--- config.mk ---
export PLATFORM = sky130hd
export DESIGN_NAME = gain_ranged_sample_codec
export DESIGN_NICKNAME = d
export VERILOG_FILES = /design/src/design/grsc_pkg.sv /design/src/design/gain_ranged_sample_codec.sv
export SDC_FILE = /design/constraint.sdc
export NUM_CORES = 1
export LEC_CHECK = 0
export BUFFER_PORTS_ARGS = -buffer_cell sky130_fd_sc_hd__buf_2
export CORE_MARGIN = 4
export CORE_UTILIZATION = 50
export DETAILED_ROUTE_END_ITERATION = 12
export PLACE_DENSITY = 0.74
export SETUP_SLACK_MARGIN = 0.3
export SYNTH_ARGS = -nofsm -noshare
export SYNTH_HDL_FRONTEND = slang
export SYNTH_SLANG_ARGS = --single-unit
--- constraint.sdc ---
create_clock -name clk -period 3.2 [get_ports clk]
set_input_delay 0.64 -clock clk [delete_from_list [all_inputs] [get_ports clk]]
set_output_delay 0.64 -clock clk [all_outputs]
set_load 0.01 [all_outputs]
--- src/design/grsc_pkg.sv ---
// ============================================================================
// grsc_pkg: shared types and constants for the gain-ranged sample codec
// Field widths, clamp codes and encode range limits.
// ============================================================================
package grsc_pkg;

    // Field widths
    localparam int CODE_W       = 16;
    localparam int SAMPLE_IN_W  = 28;
    localparam int SAMPLE_OUT_W = 27;
    localparam int GAIN_W       = 3;
    localparam int MANT_W       = 13;
    localparam int SHAMT_W      = 4;

    // Largest shift of the mantissa (gain 0)
    localparam logic [SHAMT_W-1:0] MAX_SHIFT = 4'd14;

    // Encode range limits (sample times 8)
    localparam logic signed [SAMPLE_IN_W-1:0] ENC_HIGH_LIMIT = 28'sd67108856;
    localparam logic signed [SAMPLE_IN_W-1:0] ENC_LOW_LIMIT  = -28'sd67108864;

    // Clamp codes for out-of-range encode input
    localparam logic [CODE_W-1:0] CODE_HIGH_CLAMP = 16'hefff;
    localparam logic [CODE_W-1:0] CODE_LOW_CLAMP  = 16'hffff;

    // Direction register values
    localparam logic DIR_DECODE = 1'b0;
    localparam logic DIR_ENCODE = 1'b1;

    // One result item
    typedef struct packed {
        logic signed [SAMPLE_OUT_W-1:0] sample;
        logic [CODE_W-1:0]              code;
        logic                           saturated;
    } grsc_result_t;

endpackage

--- src/design/gain_ranged_sample_codec.sv ---
// ============================================================================
// gain_ranged_sample_codec: gain-ranged code <-> fixed-point sample converter
// Decodes a 3-bit gain / 13-bit mantissa word to a sample times 8, or encodes
// a sample times 8 into that word with clamping, chosen by one register.
// ============================================================================
//
//  Channel   Signals                                   Direction
//  --------  ----------------------------------------  ---------
//  input     in_valid, in_ready, code_in, sample_in    in
//  output    out_valid, out_ready, sample_out,         out
//            code_out, saturated
//  config    cfg_wr_en, cfg_wr_data (direction)        in
//
//  An input transfer is held in the input register, then shifts and a gain
//  priority select load it into the result register, which drives the
//  output; an output stall can hold the item in the input register between.
//  Throughput is one item per cycle while out_ready stays high; both stages
//  advance whenever the next stage is empty or being drained. An output stall holds a full result stage,
//  and once the input stage has filled behind it, the input as well.
//  Reset clears both stage valid bits and sets direction to decode.
//
module gain_ranged_sample_codec (
    input  logic                                      clk,
    input  logic                                      rst_n,
    // configuration
    input  logic                                      cfg_wr_en,
    input  logic                                      cfg_wr_data,
    // input channel
    input  logic                                      in_valid,
    output logic                                      in_ready,
    input  logic [grsc_pkg::CODE_W-1:0]               code_in,
    input  logic signed [grsc_pkg::SAMPLE_IN_W-1:0]   sample_in,
    // output channel
    output logic                                      out_valid,
    input  logic                                      out_ready,
    output logic signed [grsc_pkg::SAMPLE_OUT_W-1:0]  sample_out,
    output logic [grsc_pkg::CODE_W-1:0]               code_out,
    output logic                                      saturated
);

    logic                                     direction_reg;
    logic                                     s1_valid_reg;
    logic [grsc_pkg::CODE_W-1:0]              s1_code_reg;
    logic signed [grsc_pkg::SAMPLE_IN_W-1:0]  s1_sample_reg;
    logic                                     s2_valid_reg;
    grsc_pkg::grsc_result_t                   s2_result_reg;
    grsc_pkg::grsc_result_t                   s2_result_next;

    logic                                     s2_load;
    logic                                     s1_load;

    // decode path
    logic [grsc_pkg::GAIN_W-1:0]              dec_gain;
    logic signed [grsc_pkg::SAMPLE_OUT_W-1:0] dec_mant;
    logic [grsc_pkg::SHAMT_W-1:0]             dec_shamt;
    logic signed [grsc_pkg::SAMPLE_OUT_W-1:0] dec_sample;

    // encode path
    logic                                     enc_high;
    logic                                     enc_low;
    logic [grsc_pkg::GAIN_W-1:0]              enc_gain;
    logic [grsc_pkg::SHAMT_W-1:0]             enc_shamt;
    logic signed [grsc_pkg::SAMPLE_IN_W-1:0]  enc_window;
    logic signed [grsc_pkg::SAMPLE_IN_W-1:0]  enc_top;
    logic [grsc_pkg::CODE_W-1:0]              enc_code;

    // Pipeline flow control
    assign s2_load  = s1_valid_reg && (!s2_valid_reg || out_ready);
    assign in_ready = !s1_valid_reg || s2_load;
    assign s1_load  = in_valid && in_ready;

    // Direction register
    always_ff @(posedge clk or negedge rst_n)
    begin
        if (!rst_n)
        begin
            direction_reg <= grsc_pkg::DIR_DECODE;
        end
        else if (cfg_wr_en)
        begin
            direction_reg <= cfg_wr_data;
        end
    end

    // Input stage valid
    always_ff @(posedge clk or negedge rst_n)
    begin
        if (!rst_n)
        begin
            s1_valid_reg <= 1'b0;
        end
        else if (in_ready)
        begin
            s1_valid_reg <= in_valid;
        end
    end

    // Input stage payload
    always_ff @(posedge clk)
    begin
        if (s1_load)
        begin
            s1_code_reg   <= code_in;
            s1_sample_reg <= sample_in;
        end
    end

    // Decode: sign-extended mantissa shifted left by 14 - 2g
    always_comb
    begin
        dec_gain   = s1_code_reg[grsc_pkg::CODE_W-1 -: grsc_pkg::GAIN_W];
        dec_mant   = {{(grsc_pkg::SAMPLE_OUT_W-grsc_pkg::MANT_W){s1_code_reg[grsc_pkg::MANT_W-1]}},
                      s1_code_reg[grsc_pkg::MANT_W-1:0]};
        dec_shamt  = grsc_pkg::MAX_SHIFT - {dec_gain, 1'b0};
        dec_sample = dec_mant <<< dec_shamt;
    end

    // Encode: range clamp, then largest gain whose top bits are all sign copies
    always_comb
    begin
        enc_high = s1_sample_reg > grsc_pkg::ENC_HIGH_LIMIT;
        enc_low  = s1_sample_reg < grsc_pkg::ENC_LOW_LIMIT;
        enc_gain = '0;
        enc_top  = '0;
        for (int k = 1; k <= 7; k++)
        begin
            enc_top = s1_sample_reg >>> (26 - 2 * k);
            if (enc_top == '0 || enc_top == '1)
            begin
                enc_gain = grsc_pkg::GAIN_W'(k);
            end
        end
        enc_shamt  = grsc_pkg::MAX_SHIFT - {enc_gain, 1'b0};
        enc_window = s1_sample_reg >>> enc_shamt;
        if (enc_high)
        begin
            enc_code = grsc_pkg::CODE_HIGH_CLAMP;
        end
        else if (enc_low)
        begin
            enc_code = grsc_pkg::CODE_LOW_CLAMP;
        end
        else
        begin
            enc_code = {enc_gain, enc_window[grsc_pkg::MANT_W-1:0]};
        end
    end

    // Result select: unused fields read as zero
    always_comb
    begin
        s2_result_next = '0;
        if (direction_reg == grsc_pkg::DIR_ENCODE)
        begin
            s2_result_next.code      = enc_code;
            s2_result_next.saturated = enc_high || enc_low;
        end
        else
        begin
            s2_result_next.sample = dec_sample;
        end
    end

    // Result stage valid
    always_ff @(posedge clk or negedge rst_n)
    begin
        if (!rst_n)
        begin
            s2_valid_reg <= 1'b0;
        end
        else if (!s2_valid_reg || out_ready)
        begin
            s2_valid_reg <= s1_valid_reg;
        end
    end

    // Result stage payload
    always_ff @(posedge clk)
    begin
        if (s2_load)
        begin
            s2_result_reg <= s2_result_next;
        end
    end

    assign out_valid  = s2_valid_reg;
    assign sample_out = s2_result_reg.sample;
    assign code_out   = s2_result_reg.code;
    assign saturated  = s2_result_reg.saturated;

    // ------------------------------------------------------------------
    // Assertions
    // ------------------------------------------------------------------

    // A saturated result always carries one of the clamp codes
    a_sat_clamp: assert property (@(posedge clk) disable iff (!rst_n)
        (out_valid && saturated) |->
            (code_out == grsc_pkg::CODE_HIGH_CLAMP || code_out == grsc_pkg::CODE_LOW_CLAMP))
        else $error("saturated result without clamp code");

    // Decode and encode fields are never both populated
    a_one_path: assert property (@(posedge clk) disable iff (!rst_n)
        (out_valid && sample_out != '0) |-> (code_out == '0 && !saturated))
        else $error("decode and encode fields both nonzero");

    // An input transfer always lands in the input stage
    a_s1_fill: assert property (@(posedge clk) disable iff (!rst_n)
        (in_valid && in_ready) |=> s1_valid_reg)
        else $error("input transfer lost");

    // A held input stage item is not dropped while the result stage is stalled
    a_s1_hold: assert property (@(posedge clk) disable iff (!rst_n)
        (s1_valid_reg && s2_valid_reg && !out_ready) |=> (s1_valid_reg && s2_valid_reg))
        else $error("item dropped under output stall");

endmodule

* Yosys cells after proc, flatten, opt, wreduce, memory -nomap -nowiden
Cells that the tools add are included.
** Storage, ports and cells
- Bits of input ports :: 50
- Output and inout bits :: 46
- Logic and storage cells :: 54
- Register bits :: 91
** Cells by class
- Reduce and logical (&&, ||, !) cells :: 22
- Muxes and demuxes :: 9
- Equality and inequality tests :: 7
- Shift operators :: 2
- Bitwise logic cells :: 1
- Magnitude comparators :: 2
- $add $sub $neg :: 2
** Operator list (count)
- $eq 28x28->1 const B :: 7
- $logic_not 28->1 :: 7
- $mux 16 :: 2
- $gt 28x27->1 const B :: 1
- $lt 28x27->1 const B :: 1
- $sshr 28x4->13 :: 1
- $sshl 13x4->27 :: 1
- $mux 3 :: 4
- $logic_or 1x1->1 :: 10
- $sub 4x4->4 const A :: 2
- $mux 2 :: 2
- $logic_and 1x1->1 :: 2
- $logic_not 1->1 :: 2
- $reduce_or 2->1 :: 1
- $mux 1 :: 1
- $not 1->1 :: 1

* Depth between registers and ports, before layout
Gate-level depths: netlist of run 1.
- Depth after elaboration :: 13
- Depth in mapped cells :: 10
- Gate-level depth less buffers :: 8

* Worst setup path after synthesis of run 1
OpenSTA, ideal clock, no wires.
- Path kind :: register to register
- Start point :: register s1_sample_reg[27] (netlist bit)
- End point :: register s2_result_reg, in the netlist code_out[6], data pin
- Library setup time :: 0.265 ns
- Path buffers :: 2
- Period minus slack after synthesis :: 2.651 ns
- Cell stages (with the launch flop) :: 10
- Setup slack :: 0.549 ns
- Arrival time :: 2.385 ns
- Data required time :: 2.935 ns
- Cells stage by stage :: edfxtp_1 nor4_4 nand4b_2 o22ai_2 o21a_1 buf_6 buf_12 mux2i_1 a221oi_1 or3_1
** On the way
- Longest elaborated chain between the ends :: 13
- Elaborated cells on any way between the ends :: 34
- Those cells by class :: add/sub: 1; order compare: 2; eq/ne: 7; shift: 1; mux: 9; reduce/logical: 14
** RTL lines
- start: declaration :: RTL line gain_ranged_sample_codec.sv:44 : logic signed [grsc_pkg::SAMPLE_IN_W-1:0] s1_sample_reg;
- start signal: assignment :: RTL line gain_ranged_sample_codec.sv:104 : s1_sample_reg <= sample_in;
- $eq 28x28->1 or $logic_not 28->1 (tied branches) :: RTL line gain_ranged_sample_codec.sv:128 : if (enc_top == '0 || enc_top == '1)
- $logic_or 1x1->1 :: RTL line gain_ranged_sample_codec.sv:128
- $mux 1 :: RTL line gain_ranged_sample_codec.sv:128
- $mux 2 (2 in a row) :: RTL line gain_ranged_sample_codec.sv:128
- $mux 3 (4 in a row) :: RTL line gain_ranged_sample_codec.sv:128
- $sub 4x4->4 :: RTL line gain_ranged_sample_codec.sv:133 : enc_shamt = grsc_pkg::MAX_SHIFT - {enc_gain, 1'b0};
- $sshr 28x4->13 :: RTL line gain_ranged_sample_codec.sv:134 : enc_window = s1_sample_reg >>> enc_shamt;
- $mux 16 :: RTL line gain_ranged_sample_codec.sv:139 : else if (enc_low)
- $mux 16 (*) :: RTL line gain_ranged_sample_codec.sv:135 : if (enc_high)
- end signal: assignment :: RTL line gain_ranged_sample_codec.sv:182 : s2_result_reg <= s2_result_next;
- end: declaration :: RTL line gain_ranged_sample_codec.sv:46 : grsc_pkg::grsc_result_t s2_result_reg;
Every way passes the cells marked *; elsewhere a longest branch is shown, timed or not.
A chain may end at the register's enable or synchronous reset.

* Worst setup path in the final report of run 1
- Start point :: register s1_sample_reg[25] (netlist bit)
- End point :: register s2_result_reg, in the netlist code_out[5], data pin
Same word-level chain as after synthesis.

==> impl_metrics.ini, run 1 <==
[clock_tree]
clkTransAtPathRegs_ns = 0.08
clkSinkCount = 91
cts_root_buffer = clkbuf_8
htree_levels = 3
max-clock-path-buffers = 2
clk_latency_ns = 0.35
cts_buffers = 9
cts_tree = done

[routing]
drtIter0Drc = 208
vias_per_cell = 5.87
wl_mm = 9.92
firstDrtPassIters = 5
drc = 0
ant_nets = 0
wire_per_inst_um = 18.0
num_vias = 3238

[outcome]
outcome = complete, no violations

[final_layout]
drive_gt1_frac = 0.367
nFillCells = 654
area_delta_synth_final_pct = 21.9
nets = 492
largest_reg_flops = 28
antenna_cells = 0
design_area_um2 = 5370

[synth]
synth-main-ff-cell = edfxtp_1
avgSynthCellArea_um2 = 13.2
syn-num-nets = 384
yosys_register_bits = 91
syn_inst = 334
ys_seq_area_frac = 0.617
synth_area_um2 = 4410
netlist.top_cell.by_area = edfxtp_1
ys_warn_count = 0
synth_cell_types = 54
synthTopCellsByArea = edfxtp_1 (60%), mux2i_1 (7.9%), mux4_2 (3.1%)
synth-edff-count = 88
synthArstFlopShare = 0.0330
synth_top_area_frac = 0.599

[global_route]
top_usage_layer = met2
met1_usage = 0.266
gr-usage-all-layers = 0.189
grtUsageMet3 = 0.0410
use_met2 = 0.292
grt_start_max_net_pins = 28
grt_pass1_vias = 2929
grt_pass1_wl_mm = 15.0
antenna_found_initial = 0
grt_overflow = 0

[job]
drv_cap = 0

[worst_setup_path]
cp.required_ns = 3.30
ff2ff_path_depth = 10
crit_fanout = 6
cp-start-kind = flop
worst_setup_path_end_kind = flop
arrival_ns = 2.93
worstSetupPathType = reg2reg

[sta]
tightest_slew_ns = 0.884
period_minus_slack_ns = 2.83
setup_violations = 0
drv_slew = 0
setup-tns-final_ns = 0
fmax_mhz = 353
rsz0062_at_grt = false
fin_skew_ns = 0.0112
hold_viol = 0
period_share = 0.885
maxSlewHeadroom = 0.411

[placement]
place_area_um2 = 5010
port_buffers = 95
dp_hpwl_mm = 7.31
place.gp.congestion = 0.904

[floorplanning]
start_util = 0.526
dieHeight_um = 102
core_area_um2 = 8380
die_w_um = 102
io_pins = 96
core.rowCount = 33
floorplan.die_area_um2 = 10400

[power_and_ir_drop]
power_density_nw_per_um2 = 492
cellLeakagePower_nw = 2.23
ir_drop_uv = 331

[hold_path]
hold_class = in2async
## logic make-up (layout without fill, tap and decap cells)
kind of cell,Yosys count,after routing,share of synthesized area
mux,50,50,0.134
compound gates,70,70,0.110
flops,91,91,0.617
simple gates,101,101,0.115
buf+inv,22,135,0.0253
## layer usage
metal / part of all wire / vias to the layer above
li1: - / 1506
met1: 0.43 / 1557
met2: 0.47 / 156
met3: 0.081 / 19
met4: 0.019 / 0
met5: 0 / -
## timing repair
item	in CTS	in global routing
resized for setup	1	12
pin swaps	0	1
gates cloned	0	2
endpoints found under the setup margin	1	12
hold buffers	0	0
buffers inserted	0	7
## cells in the mapped netlist, types with 2 or more instances
cell type	count
o31ai_1	2
a211oi_1	4
nor4_1	2
a31oi_1	3
o22a_1	2
mux4_2	6
inv_1	5
nand2_1	28
a22oi_1	2
a221oi_1	4
nor2b_1	7
a21o_1	3
and2_1	3
clkbuf_1	11
mux2_2	8
edfxtp_1	88
nand4_1	6
o22ai_1	3
o221a_2	3
mux2i_1	35
nand3_1	4
nor3_1	2
or3_1	4
nor2_1	32
dfrtp_1	3
o21ai_0	8
nand2b_1	6
a21oi_1	24
## per-stage QoR
step	hold slack, ns	util	power (mW)	worst slack [ns]	std cells
3_3_place_gp	0.439	0.598	1.88	0.318	527
4_1_cts	0.0584	0.621	2.63	0.345	543
5_1_grt	0.0506	0.641	2.76	0.245	552
6_report	0.0643	0.641	2.64	0.368	552
3_5_place_dp	0.439	0.598	1.89	0.259	527
2_1_floorplan	0.344	-	1.74	0.549	334
## worst paths after layout
| check | startpoint | to | slack [ns] |
|---|---|---|---|
| setup / recovery | s1_sample_reg[25]$_DFFE_PP_ | code_out[5]$_SDFFCE_PN0P_ | 0.37 |
| hold / removal | rst_n | s1_valid_reg$_DFFE_PN0N_ | 0.06 |
| setup reg to reg | s1_sample_reg[25]$_DFFE_PP_ | code_out[5]$_SDFFCE_PN0P_ | 0.37 |
| hold reg to reg | s1_valid_reg$_DFFE_PN0N_ | out_valid$_DFFE_PN0P_ | 0.49 |
| max in group asynchronous | rst_n | out_valid$_DFFE_PN0P_ | 3.03 |
| min in group clk | code_in[1] | s1_code_reg[1]$_DFFE_PP_ | 0.45 |
## worst max-delay path, cell delays in order (launching register included)
cell       delay (ns)
edfxtp_1         0.42
buf_4            0.14
nand4_1          0.17
or2_1            0.32
o22a_1           0.23
a21oi_2          0.21
o21a_4           0.20
clkbuf_16        0.17
mux2i_1          0.24
a221oi_1         0.11
or3_1            0.36
## report_power, final
group | switching [mW] | leakage (nW) | internal, mW
clock network | 0.391 | 0.0927 | 0.361
registers | 0.0801 | 0.892 | 1.43
logic | 0.208 | 1.25 | 0.176
total | 0.679 | 2.23 | 1.96
## final cells by class
| cell class | instances | area, um2 | share of cell area |
|---|---|---|---|
| Sequential cell | 91 | 2720 | 0.506 |
| Multi-Input combinational cell | 221 | 1650 | 0.308 |
| Clock buffer | 10 | 128 | 0.0237 |
| Timing Repair Buffer | 113 | 658 | 0.122 |
| Clock inverter | 6 | 63.8 | 0.0119 |
| Inverter | 6 | 22.5 | 0.00419 |
| Tap cell | 105 | 131 | 0.0244 |
## placed cells by master (no fill, tap or decap), drive strengths merged, types with 5 or more instances in the layout
cell,netlist,layout
a21oi,25,25
clkbuf,11,12
nor2b,7,7
mux2,9,9
nand2b,6,6
o21ai,9,9
a221oi,5,5
buf,5,111
nor2,32,32
inv,5,6
mux2i,35,35
edfxtp,88,88
nand2,28,28
mux4,6,6
nand4,6,6
Note: power is estimated with default switching activity, not from simulation.
==> run 2: changes to the inputs <==
--- a/config.mk
+++ b/config.mk
@@ -8,6 +8,7 @@
 export BUFFER_PORTS_ARGS = -buffer_cell sky130_fd_sc_hd__buf_2
 export CORE_MARGIN = 4
 export CORE_UTILIZATION = 50
+export CTS_CLUSTER_SIZE = 25
 export DETAILED_ROUTE_END_ITERATION = 12
 export PLACE_DENSITY = 0.74
 export SETUP_SLACK_MARGIN = 0.3
==> constraint.sdc (replaced) <==
create_clock -name clk -period 3.2 [get_ports clk]
set_input_delay 0.64 -clock clk [delete_from_list [all_inputs] [get_ports clk]]
set_output_delay 0.64 -clock clk [all_outputs]
set_load 0.1 [all_outputs]
==> impl_metrics.ini, run 2 (same netlist as run 1, synthesis figures left out) <==
[sta]
setup-tns-final_ns = 0
fmax_mhz = 361
hold_viol = 0
period_minus_slack_ns = 2.77
tightest_slew_ns = 0.872
maxSlewHeadroom = 0.419
rsz0062_at_grt = false
fin_ws_ns = 0.427
setup_violations = 0
fin_skew_ns = 0.0157
period_share = 0.867
drv_slew = 0

[clock_tree]
cts_buffers = 9
clk_latency_ns = 0.36
clkSinkCount = 91
max-clock-path-buffers = 2
htree_levels = 3
cts_tree = done
clkTransAtPathRegs_ns = 0.09
cts_root_buffer = clkbuf_8

[floorplanning]
core.rowCount = 33
floorplan.die_area_um2 = 10400
die_w_um = 102
start_util = 0.526
io_pins = 96
core_area_um2 = 8380
dieHeight_um = 102

[placement]
place.gp.congestion = 0.948
dp_slack_ns = 0.257
dp_hpwl_mm = 7.06
port_buffers = 95
place_area_um2 = 4990

[routing]
ant_nets = 0
drtIter0Drc = 203
firstDrtPassIters = 4
wire_per_inst_um = 17.5
vias_per_cell = 5.69
drc = 0
wl_mm = 9.57
num_vias = 3114

[power_and_ir_drop]
switching_power_mw = 1.05
p_comb_frac = 0.238
power.internal_mw = 2.04
sw_frac_of_total = 0.339
cellLeakagePower_nw = 2.20
ir_drop_uv = 373
power_density_nw_per_um2 = 582
total_power_mw = 3.08
pwr-share-clk = 0.274
pwr-share-seq = 0.488

[worst_setup_path]
worst_setup_path_end_kind = flop
critPathCapture = code_out[6]$_SDFFCE_PN0P_
reg2reg_slack_ns = 0.43
crit_fanout = 13
startpoint = s1_sample_reg[20]$_DFFE_PP_
rr_startpoint = s1_sample_reg[20]$_DFFE_PP_
cp.required_ns = 3.30
arrival_ns = 2.88
cp-start-kind = flop
worstSetupPathType = reg2reg
ff2ff_path_depth = 9
worstReg2RegEnd = code_out[6]$_SDFFCE_PN0P_

[hold_path]
hold_class = in2async

[job]
drv_cap = 0

[final_layout]
final_cell_mix = buf_2 (95), edfxtp_1 (88), nor2_1 (32)
area_delta_synth_final_pct = 20.3
design_area_um2 = 5300
drive_gt1_frac = 0.360
antenna_cells = 0
finish.utilization = 0.633
final_common_cell = buf_2
nets = 487
largest_reg_flops = 28

[global_route]
gr-usage-all-layers = 0.185
grt_pass1_wl_mm = 14.5
grt_pass1_vias = 2832
grt_start_max_net_pins = 45
grt_overflow = 0
antenna_found_initial = 0

[outcome]
outcome = complete, no violations
-- run 2: cell types whose count changed in the layout (fill, tap and decap cells not counted), sizes merged --
cell and change:
clkinvlp -2, bufinv +1, buf -4, inv +1, clkbuf -1
-- run 2: routing by layer --
| layer | routed length, um | global-route usage |
|---|---|---|
| met2 | 4470 | 0.279 |
| met4 | 178 | 0.0737 |
| met1 | 4220 | 0.267 |
| met5 | 0 | 0 |
| met3 | 694 | 0.0348 |
-- run 2: through the flow --
stage                     cells  hold slack (ns)
after CTS                   542           0.0465
after global placement      525            0.439
after detailed placement    525            0.441
after global routing        547           0.0389
final                       547           0.0539
after floorplan             334            0.344
-- run 2: worst max-delay path, cell delays in order (launching register included) --
cell      delay (ns)
edfxtp_1        0.49
nand4_1         0.18
or2_1           0.32
o22a_1          0.22
a21oi_2         0.20
o21a_2          0.21
buf_12          0.17
mux2i_2         0.25
a221oi_1        0.12
or3_1           0.35
-- run 2: power groups by stage --
| stage | Clock [mW] | Sequential [mW] | Combinational (mW) |
|---|---|---|---|
| 4_1_cts | 0.851 | 1.51 | 0.724 |
| 2_1_floorplan | 0 | 1.89 | 0.217 |
| 5_1_grt | 0.918 | 1.52 | 0.769 |
| 3_3_place_gp | 0 | 1.53 | 0.716 |
| 6_report | 0.844 | 1.51 | 0.734 |
| 3_5_place_dp | 0 | 1.53 | 0.720 |
-- run 2: worst min-delay path by stage --
stage                           endpoint  cells past startpoint   from
6_report        s1_valid_reg$_DFFE_PN0N_                      1  rst_n
5_1_grt         s1_valid_reg$_DFFE_PN0N_                      1  rst_n
4_1_cts         s1_valid_reg$_DFFE_PN0N_                      1  rst_n
3_5_place_dp    s1_valid_reg$_DFFE_PN0N_                      1  rst_n
3_3_place_gp       out_valid$_DFFE_PN0P_                      1  rst_n
2_1_floorplan  direction_reg$_DFFE_PN0P_                      0  rst_n
-- run 2: area by class of cell --
cell class	count	area, um2
Clock buffer	10	128
Timing Repair Buffer	108	603
Inverter	6	22.5
Clock inverter	6	87.6
Sequential cell	91	2720
Multi-Input combinational cell	221	1610
Fill cell	655	3080
Tap cell	105	131
-- run 2: repair_timing --
item | 4_1_cts | 5_1_grt
gates resized for setup | 1 | 7
pin swaps | 0 | 1
gates cloned | 0 | 1
hold buffers | 0 | 0
setup buffers | 1 | 4
endpoints found under the setup margin | 2 | 11
